$ cat src/rtl/jep_pkg.sv
// Shared types and constants for the Josephus elimination order block.
package jep_pkg;

    localparam int LABEL_W = 7;
    localparam int STEP_W  = 16;
    localparam int CNT_W   = $clog2(STEP_W);

    typedef struct packed {
        logic [LABEL_W-1:0] person_count;
        logic [LABEL_W-1:0] start_label;
        logic [STEP_W-1:0]  step_count;
    } t_req;

    typedef struct packed {
        logic [LABEL_W-1:0] removed_label;
        logic               is_last;
        logic               bad_request;
    } t_rsp;

    typedef enum logic [1:0] {
        K_VICTIM = 2'd0,
        K_LAST   = 2'd1,
        K_ERROR  = 2'd2
    } t_out_kind;

    typedef struct packed {
        logic      load;
        logic      build_step;
        logic      init;
        logic      div_start;
        logic      div_step;
        logic      hop_adv;
        logic      vic_capture;
        logic      link_write;
        logic      out_load;
        t_out_kind out_kind;
    } t_cmd;

    typedef struct packed {
        logic bad;
        logic build_done;
        logic div_done;
        logic rem_gt1;
        logic walk_zero;
        logic out_free;
    } t_stat;

endpackage

$ cat src/rtl/jep_ram.sv
// Generic single-write, single-read RAM with registered read data.
module jep_ram #(
    parameter int WIDTH = 6,
    parameter int DEPTH = 64,
    parameter int AW    = (DEPTH > 1) ? $clog2(DEPTH) : 1
) (
    input  logic             i_clk,
    input  logic             i_we,
    input  logic [AW-1:0]    i_waddr,
    input  logic [WIDTH-1:0] i_wdata,
    input  logic [AW-1:0]    i_raddr,
    output logic [WIDTH-1:0] o_rdata
);

    logic [WIDTH-1:0] r_mem [DEPTH];
    logic [WIDTH-1:0] r_rdata;

    always_ff @(posedge i_clk) begin
        if (i_we) begin
            r_mem[i_waddr] <= i_wdata;
        end
        r_rdata <= r_mem[i_raddr];
    end

    assign o_rdata = r_rdata;

endmodule

$ cat src/rtl/jep_dp.sv
// Datapath: request registers, ring table, remainder unit, walk and result register.
module jep_dp
    import jep_pkg::*;
#(
    parameter int MAX_PEOPLE = 64
) (
    input  logic  i_clk,
    input  logic  i_rst_n,
    input  t_req  i_req,
    input  t_cmd  i_cmd,
    output t_stat o_stat,
    output logic  o_rsp_valid,
    input  logic  i_rsp_ready,
    output t_rsp  o_rsp
);

    localparam int AW = (MAX_PEOPLE > 1) ? $clog2(MAX_PEOPLE) : 1;

    logic [LABEL_W-1:0] r_n;
    logic [LABEL_W-1:0] r_k;
    logic [STEP_W-1:0]  r_m;
    logic [LABEL_W-1:0] r_idx;
    logic [AW-1:0]      r_pos;
    logic [AW-1:0]      r_victim;
    logic [LABEL_W-1:0] r_rem;
    logic [STEP_W-1:0]  r_div;
    logic [LABEL_W-1:0] r_rmd;
    logic [CNT_W-1:0]   r_cnt;
    t_rsp               r_out;
    logic               r_out_valid;

    logic [AW-1:0]      w_rdata;
    logic [AW-1:0]      w_raddr;
    logic               w_we;
    logic [AW-1:0]      w_waddr;
    logic [AW-1:0]      w_wdata;
    logic [AW-1:0]      w_build_next;
    logic [LABEL_W-1:0] w_idx_inc;
    logic [LABEL_W:0]   w_shift;
    logic               w_ge;
    logic [LABEL_W-1:0] n_rmd;
    t_rsp               n_out;

    assign w_idx_inc    = r_idx + LABEL_W'(1);
    assign w_build_next = (w_idx_inc < r_n) ? w_idx_inc[AW-1:0] : '0;

    assign w_raddr = i_cmd.vic_capture ? w_rdata : r_pos;
    assign w_we    = i_cmd.build_step | i_cmd.link_write;
    assign w_waddr = i_cmd.build_step ? r_idx[AW-1:0] : r_pos;
    assign w_wdata = i_cmd.build_step ? w_build_next : w_rdata;

    jep_ram #(
        .WIDTH (AW),
        .DEPTH (MAX_PEOPLE),
        .AW    (AW)
    ) u_ring (
        .i_clk   (i_clk),
        .i_we    (w_we),
        .i_waddr (w_waddr),
        .i_wdata (w_wdata),
        .i_raddr (w_raddr),
        .o_rdata (w_rdata)
    );

    assign w_shift = {r_rmd, r_div[STEP_W-1]};
    assign w_ge    = w_shift >= {1'b0, r_rem};
    assign n_rmd   = w_ge ? LABEL_W'(w_shift - {1'b0, r_rem}) : w_shift[LABEL_W-1:0];

    always_comb begin
        n_out = '0;
        case (i_cmd.out_kind)
            K_VICTIM: begin
                n_out.removed_label = LABEL_W'(r_victim) + LABEL_W'(1);
            end
            K_LAST: begin
                n_out.removed_label = LABEL_W'(r_pos) + LABEL_W'(1);
                n_out.is_last       = 1'b1;
            end
            K_ERROR: begin
                n_out.is_last     = 1'b1;
                n_out.bad_request = 1'b1;
            end
            default: begin
                n_out = '0;
            end
        endcase
    end

    always_ff @(posedge i_clk) begin
        if (i_cmd.load) begin
            r_n   <= i_req.person_count;
            r_k   <= i_req.start_label;
            r_m   <= i_req.step_count;
            r_idx <= '0;
        end
        if (i_cmd.build_step) begin
            r_idx <= w_idx_inc;
        end
        if (i_cmd.init) begin
            r_pos <= (r_k >= LABEL_W'(2)) ? AW'(r_k - LABEL_W'(2)) : AW'(r_n - LABEL_W'(1));
            r_rem <= r_n;
        end
        if (i_cmd.div_start) begin
            r_div <= r_m - STEP_W'(1);
            r_rmd <= '0;
            r_cnt <= '0;
        end
        if (i_cmd.div_step) begin
            r_div <= {r_div[STEP_W-2:0], 1'b0};
            r_rmd <= n_rmd;
            r_cnt <= r_cnt + CNT_W'(1);
        end
        if (i_cmd.hop_adv) begin
            r_pos <= w_rdata;
            r_rmd <= r_rmd - LABEL_W'(1);
        end
        if (i_cmd.vic_capture) begin
            r_victim <= w_rdata;
        end
        if (i_cmd.out_load) begin
            r_out <= n_out;
            if (i_cmd.out_kind == K_VICTIM) begin
                r_rem <= r_rem - LABEL_W'(1);
            end
        end
    end

    always_ff @(posedge i_clk) begin
        if (!i_rst_n) begin
            r_out_valid <= 1'b0;
        end else if (i_cmd.out_load) begin
            r_out_valid <= 1'b1;
        end else if (i_rsp_ready) begin
            r_out_valid <= 1'b0;
        end
    end

    assign o_stat.bad = (r_n == '0) || (r_n > LABEL_W'(MAX_PEOPLE)) || (r_k == '0) ||
                        (r_k > r_n) || (r_m == '0);
    assign o_stat.build_done = r_idx == (r_n - LABEL_W'(1));
    assign o_stat.div_done   = r_cnt == CNT_W'(STEP_W - 1);
    assign o_stat.rem_gt1    = r_rem > LABEL_W'(1);
    assign o_stat.walk_zero  = r_rmd == '0;
    assign o_stat.out_free   = !r_out_valid || i_rsp_ready;

    assign o_rsp_valid = r_out_valid;
    assign o_rsp       = r_out;

endmodule

$ cat src/rtl/jep_ctrl.sv
// Controller state machine sequencing build, remainder, walk and removal.
module jep_ctrl
    import jep_pkg::*;
(
    input  logic  i_clk,
    input  logic  i_rst_n,
    input  logic  i_req_valid,
    output logic  o_req_ready,
    input  t_stat i_stat,
    output t_cmd  o_cmd
);

    typedef enum logic [12:0] {
        S_IDLE  = 13'b0000000000001,
        S_CHECK = 13'b0000000000010,
        S_BUILD = 13'b0000000000100,
        S_INIT  = 13'b0000000001000,
        S_TEST  = 13'b0000000010000,
        S_DIV   = 13'b0000000100000,
        S_HOP   = 13'b0000001000000,
        S_HOPW  = 13'b0000010000000,
        S_VIC   = 13'b0000100000000,
        S_LINK  = 13'b0001000000000,
        S_EMIT  = 13'b0010000000000,
        S_LAST  = 13'b0100000000000,
        S_ERR   = 13'b1000000000000
    } t_state;

    t_state r_state;
    t_state n_state;

    always_ff @(posedge i_clk) begin
        if (!i_rst_n) begin
            r_state <= S_IDLE;
        end else begin
            r_state <= n_state;
        end
    end

    always_comb begin
        n_state     = r_state;
        o_cmd       = '0;
        o_req_ready = 1'b0;
        case (r_state)
            S_IDLE: begin
                o_req_ready = 1'b1;
                if (i_req_valid) begin
                    o_cmd.load = 1'b1;
                    n_state    = S_CHECK;
                end
            end
            S_CHECK: begin
                n_state = i_stat.bad ? S_ERR : S_BUILD;
            end
            S_BUILD: begin
                o_cmd.build_step = 1'b1;
                if (i_stat.build_done) begin
                    n_state = S_INIT;
                end
            end
            S_INIT: begin
                o_cmd.init = 1'b1;
                n_state    = S_TEST;
            end
            S_TEST: begin
                if (i_stat.rem_gt1) begin
                    o_cmd.div_start = 1'b1;
                    n_state         = S_DIV;
                end else begin
                    n_state = S_LAST;
                end
            end
            S_DIV: begin
                o_cmd.div_step = 1'b1;
                if (i_stat.div_done) begin
                    n_state = S_HOP;
                end
            end
            S_HOP: begin
                n_state = i_stat.walk_zero ? S_VIC : S_HOPW;
            end
            S_HOPW: begin
                o_cmd.hop_adv = 1'b1;
                n_state       = S_HOP;
            end
            S_VIC: begin
                o_cmd.vic_capture = 1'b1;
                n_state           = S_LINK;
            end
            S_LINK: begin
                o_cmd.link_write = 1'b1;
                n_state          = S_EMIT;
            end
            S_EMIT: begin
                o_cmd.out_kind = K_VICTIM;
                if (i_stat.out_free) begin
                    o_cmd.out_load = 1'b1;
                    n_state        = S_TEST;
                end
            end
            S_LAST: begin
                o_cmd.out_kind = K_LAST;
                if (i_stat.out_free) begin
                    o_cmd.out_load = 1'b1;
                    n_state        = S_IDLE;
                end
            end
            S_ERR: begin
                o_cmd.out_kind = K_ERROR;
                if (i_stat.out_free) begin
                    o_cmd.out_load = 1'b1;
                    n_state        = S_IDLE;
                end
            end
            default: begin
                n_state = S_IDLE;
            end
        endcase
    end

endmodule

$ cat src/rtl/josephus_elimination_order.sv
// Top level of the Josephus elimination order block.
// One request (n, k, m) gives n results in removal order, the survivor last with is_last
// set, or one result with bad_request set when n, k or m is out of range. The ring of
// successors is rebuilt in a RAM for each request, then every removal takes a bit-serial
// remainder of (m-1) mod r with r people left, a registered RAM read per ring link walked,
// and the unlink. Results wait in an output register while the next removal is worked out.
module josephus_elimination_order
    import jep_pkg::*;
#(
    parameter int MAX_PEOPLE = 64
) (
    input  logic i_clk,
    input  logic i_rst_n,
    input  logic i_req_valid,
    output logic o_req_ready,
    input  t_req i_req,
    output logic o_rsp_valid,
    input  logic i_rsp_ready,
    output t_rsp o_rsp
);

    t_cmd  w_cmd;
    t_stat w_stat;

    jep_ctrl u_ctrl (
        .i_clk       (i_clk),
        .i_rst_n     (i_rst_n),
        .i_req_valid (i_req_valid),
        .o_req_ready (o_req_ready),
        .i_stat      (w_stat),
        .o_cmd       (w_cmd)
    );

    jep_dp #(
        .MAX_PEOPLE (MAX_PEOPLE)
    ) u_dp (
        .i_clk       (i_clk),
        .i_rst_n     (i_rst_n),
        .i_req       (i_req),
        .i_cmd       (w_cmd),
        .o_stat      (w_stat),
        .o_rsp_valid (o_rsp_valid),
        .i_rsp_ready (i_rsp_ready),
        .o_rsp       (o_rsp)
    );

    a_no_overwrite: assert property (@(posedge i_clk) disable iff (!i_rst_n)
        w_cmd.out_load |-> w_stat.out_free)
        else $error("result register overwritten before transfer");

    a_idle_quiet: assert property (@(posedge i_clk) disable iff (!i_rst_n)
        o_req_ready |-> !w_cmd.out_load && !w_cmd.link_write && !w_cmd.build_step)
        else $error("datapath active while idle");

    a_error_form: assert property (@(posedge i_clk) disable iff (!i_rst_n)
        (o_rsp_valid && o_rsp.bad_request) |-> (o_rsp.is_last && o_rsp.removed_label == '0))
        else $error("malformed error result");

    a_label_range: assert property (@(posedge i_clk) disable iff (!i_rst_n)
        (o_rsp_valid && !o_rsp.bad_request) |->
            (o_rsp.removed_label != '0 && o_rsp.removed_label <= LABEL_W'(MAX_PEOPLE)))
        else $error("removed label out of range");

endmodule

$ cat config.mk
export PLATFORM = sky130hd
export DESIGN_NAME = josephus_elimination_order
export DESIGN_NICKNAME = d
export VERILOG_FILES = /design/src/rtl/jep_pkg.sv /design/src/rtl/jep_ram.sv /design/src/rtl/jep_dp.sv /design/src/rtl/jep_ctrl.sv /design/src/rtl/josephus_elimination_order.sv
export SDC_FILE = /design/constraint.sdc
export NUM_CORES = 1
export LEC_CHECK = 0
export BUFFER_PORTS_ARGS = -buffer_cell sky130_fd_sc_hd__buf_2
export CAP_MARGIN = 15
export CELL_PAD_IN_SITES_DETAIL_PLACEMENT = 2
export CELL_PAD_IN_SITES_GLOBAL_PLACEMENT = 2
export CORE_MARGIN = 4
export CORE_UTILIZATION = 44
export CTS_BUF_LIST = sky130_fd_sc_hd__clkbuf_4 sky130_fd_sc_hd__clkbuf_8
export DETAILED_ROUTE_END_ITERATION = 12
export GPL_TIMING_DRIVEN = 0
export PLACE_DENSITY = 0.77
export SLEW_MARGIN = 20
export SYNTH_ARGS = -nofsm -noshare
export SYNTH_HDL_FRONTEND = slang
export SYNTH_HIERARCHICAL = 1
export SYNTH_SLANG_ARGS = --single-unit
export TNS_END_PERCENT = 30
$ cat constraint.sdc
create_clock -name i_clk -period 4.6 [get_ports i_clk]
set_input_delay 0.92 -clock i_clk [delete_from_list [all_inputs] [get_ports i_clk]]
set_output_delay 0.92 -clock i_clk [all_outputs]
set_load 0.01 [all_outputs]
==> summary.txt <==
Cells and area
  – Fill count: 4,299
  – P&R area growth vs syn: 14.5%
  – Commonest non-fill, non-tap cells in the layout: edfxtp_1 (468), clkbuf_8 (88), mux4_2 (87), nor2_1 (86), buf_2 (57)
  – Commonest non-fill, non-tap cell in the layout: edfxtp_1
  – N_diodes: 0
  – Final cell count without fillers: 2,139
  – Final #Nets: 1,536
  – Layout cell share with drive strength beyond 1: 25.0%
  – Final Cell Area: 24,700 um^2

Timing
  – Worst rel slew slack: 28.4%
  – Slew at the pin closest to its max-slew limit: 1.07 ns
  – Setup Viol. Count Final: 0
  – Slew Limit Fails: 0
  – Final period util: 99.0%
  – Clock Skews: 0.0260 ns
  – Highest clock rate: 220 MHz
  – RSZ-0062 raised after global routing: true
  – Final hold violation count: 0
  – Final Critical Period: 4.56 ns

Synth
  – Post-synth top area share: 65.3%
  – Yosys warns: 6
  – Post-synthesis sequential area ratio: 67.9%
  – Syn_nets: 1,388
  – Top cell type by total area after synthesis: edfxtp_1
  – Area contributors post-synth: edfxtp_1 (65%), mux4_2 (9.1%), dfxtp_1 (2.6%), ha_1 (2.1%), nor2_1 (1.7%)
  – Flop and latch count out of synthesis: 496
  – Synth unique cells: 82
  – Synth async-reset ratio: 0%
  – EDFF count, synth: between 400 and 500
  – Synth Instances: 1,317
  – Syn avg cell area: around 16 um^2
  – Top_reg_cell synth: edfxtp_1
  – Post-Syn Area: 21,500 um^2

Clocking
  – Clock root cell: clkbuf_8
  – CTS Hold Bufs: 0
  – TritonCTS clock tree: built
  – Clock sink count: 496
  – H-tree depth: 3
  – Max clock buf depth: 3
  – Clock Pin Slew Worst Setup and Hold Paths: 0.06 ns
  – Number of CTS-inserted buffers: 84
  – Worst-Skew Late Latency: 0.66 ns

Placed design
  – Detail Placement HPWL: roughly 47 mm
  – IO buf count: 44
  – Placed inst area: 22,900 um^2
  – Routability Congestion: around 0.82
  – Placed cells: ~2,000

Power and ir drop
  – Pwr/cell area: 393 nW/um^2
  – Max VDD drop: 0.000198 V
  – Pleak: a little over 8 nW

Global route
  – Vias in the first global route: 14,480
  – Grt ovf: 0
  – GRT Overall Usage: 26.1%
  – Initial antenna violation count: 3
  – First-pass GRT wire length: 101 mm
  – Largest net degree at the start of global routing: 33

Critical path
  – Critical Path Start: u_ctrl/r_state[6]
  – CP Class: reg -> reg
  – R2r startpoint: u_ctrl/r_state[6]
  – Worst Setup End Kind: register
  – Critical Path RT: around 5.2 ns
  – CP Data Arrival Time: slightly above 5 ns
  – Startpoint Class: register
  – Crit path max fanout: 10

Floorplanning
  – Die ar.: 52,500 um^2
  – Die Width: about 230 um
  – # rows: 80
  – Core area: around 48,000 um^2
  – Height of the die: 229 um
  – # IOs: 45
  – Initial Utilization: between 40 and 50%

Detailed routing
  – Routed wire length: around 69 mm
  – First DRT Iteration DRCs: 1,284
  – Avg WL per Cell: 32.2 um
  – Via count: between 10,000 and 15,000
  – Vias per cell: 6.19
  – Antenna-violating nets left: 0
  – Drt pass-1 iters: 5
  – DRC Markers: 0

Min path
  – Worst hold start: i_req[23]
  – HP Class: in -> reg

Outcome
  – Status: finished, final reports clean

Flow run
  – Max-cap violations: 0
## layout make-up
| cell class | count | area [um^2] | area share (%) |
|---|---|---|---|
| plain buffers | 54 | 330 | 1.34 |
| clock buffers | 111 | 1380 | 5.61 |
| clock inverters | 34 | 238 | 0.964 |
| inverters | 41 | 154 | 0.624 |
| multi-input cells | 725 | 6590 | 26.7 |
| flip-flops and latches | 496 | 14600 | 59.3 |
| well taps | 615 | 769 | 3.12 |
| repair buffers | 63 | 583 | 2.36 |
## cells by family after synthesis
family,after synthesis,synth area share (%)
compound gates,164,5.17
mux,139,12.1
flops,496,67.9
xor+xnor,55,2.30
fa+ha+maj,37,2.19
simple gates,330,8.13
buf+inv,96,2.23
## worst max-delay path: stages (launching register included)
cell,delay [ns]
dfxtp_1,0.30
buf_2,0.18
nor4_2,0.44
nand3_1,0.26
nor3b_4,0.42
clkbuf_2,0.31
mux2_2,0.37
buf_2,0.24
clkbuf_1,0.39
nand3b_1,0.34
o22a_1,0.26
o221ai_1,0.17
nor3_1,0.52
o22a_1,0.25
## registers in the layout, summed over array words and instances (netlist names)
signal and cells:
u_dp/r_cnt 4, u_dp/r_div 16, u_dp/r_rmd 7, u_dp/u_ring/r_mem 384, u_dp/r_victim 6, u_dp/r_n 7, u_dp/r_pos 6, u_dp/o_rsp 9
u_dp/u_ring/o_rdata 6, u_dp/o_rsp_valid 1, u_dp/r_k 7, u_ctrl/r_state 13, u_dp/r_m 16, u_dp/r_idx 7, u_dp/r_rem 7
## synthesized netlist by cell type (7+ instances only)
library cell / n
nand3_1: 31
ha_1: 36
xor2_1: 16
o21ai_1: 7
and2_1: 16
dfxtp_1: 28
edfxtp_1: 468
a21oi_1: 23
inv_1: 41
a211oi_1: 7
and3_1: 9
nand4_1: 10
or3_1: 9
mux2_2: 23
nor4b_1: 7
clkbuf_1: 27
o221ai_1: 9
o22ai_1: 18
xnor2_1: 38
nor3_1: 23
or2_2: 7
nor2b_1: 16
o22a_1: 7
mux4_2: 87
o21ai_0: 43
buf_2: 15
nand2_1: 47
mux2i_1: 23
nand2b_1: 14
nor2_1: 98
## per-layer routing
metal  global-route usage (%)  up-vias  wire, um  part of all wire [%]
li1                         -     5519         -                     -
met1                     33.7     7030     27600                    40
met2                     43.8      554     34300                    50
met3                     6.30      137      4850                   7.0
met4                     8.54        2      2110                   3.1
met5                        0        -        14                 0.020
## worst paths after layout
kind / to / slack, ns / cells past startpoint
worst max-delay path: u_dp/u_ring/o_rdata[3] / 0.04 / 13
worst min-delay path: u_dp/r_n[0] / 0.43 / 1
worst max register to register: u_dp/u_ring/o_rdata[3] / 0.04 / 13
worst min register to register: u_dp/r_victim[1] / 0.50 / 0
## repair_timing
action / CTS / global route
endpoints found under the setup margin: 12 / 222
pin swaps: 0 / 1
gates resized for setup: 9 / 16
setup buffers: 0 / 5
## where the power goes
group / total [mW] / switching, mW / internal, mW / leakage (nW)
sequential: 5.07 / 0.0961 / 4.98 / 4.40
clock: 3.94 / 1.82 / 2.12 / 0.857
combinational: 0.666 / 0.422 / 0.244 / 2.86
## stage by stage
step                      hold slack (ns)  utilization, %  setup WS (ns)  setup TNS [ns]  power (mW)
after floorplan                     0.425               -          0.202               0        5.55
after global placement              0.474            46.9          -3.45        -1187.55        5.73
after detailed placement            0.474            47.7         -0.970           -5.95        5.80
after CTS                           0.382            51.2         0.0103               0        9.77
after global routing                0.384            51.3         -0.124           -2.68        10.1
final                               0.434            51.3         0.0450               0        9.68
Note: power is estimated with default switching activity, not from simulation.
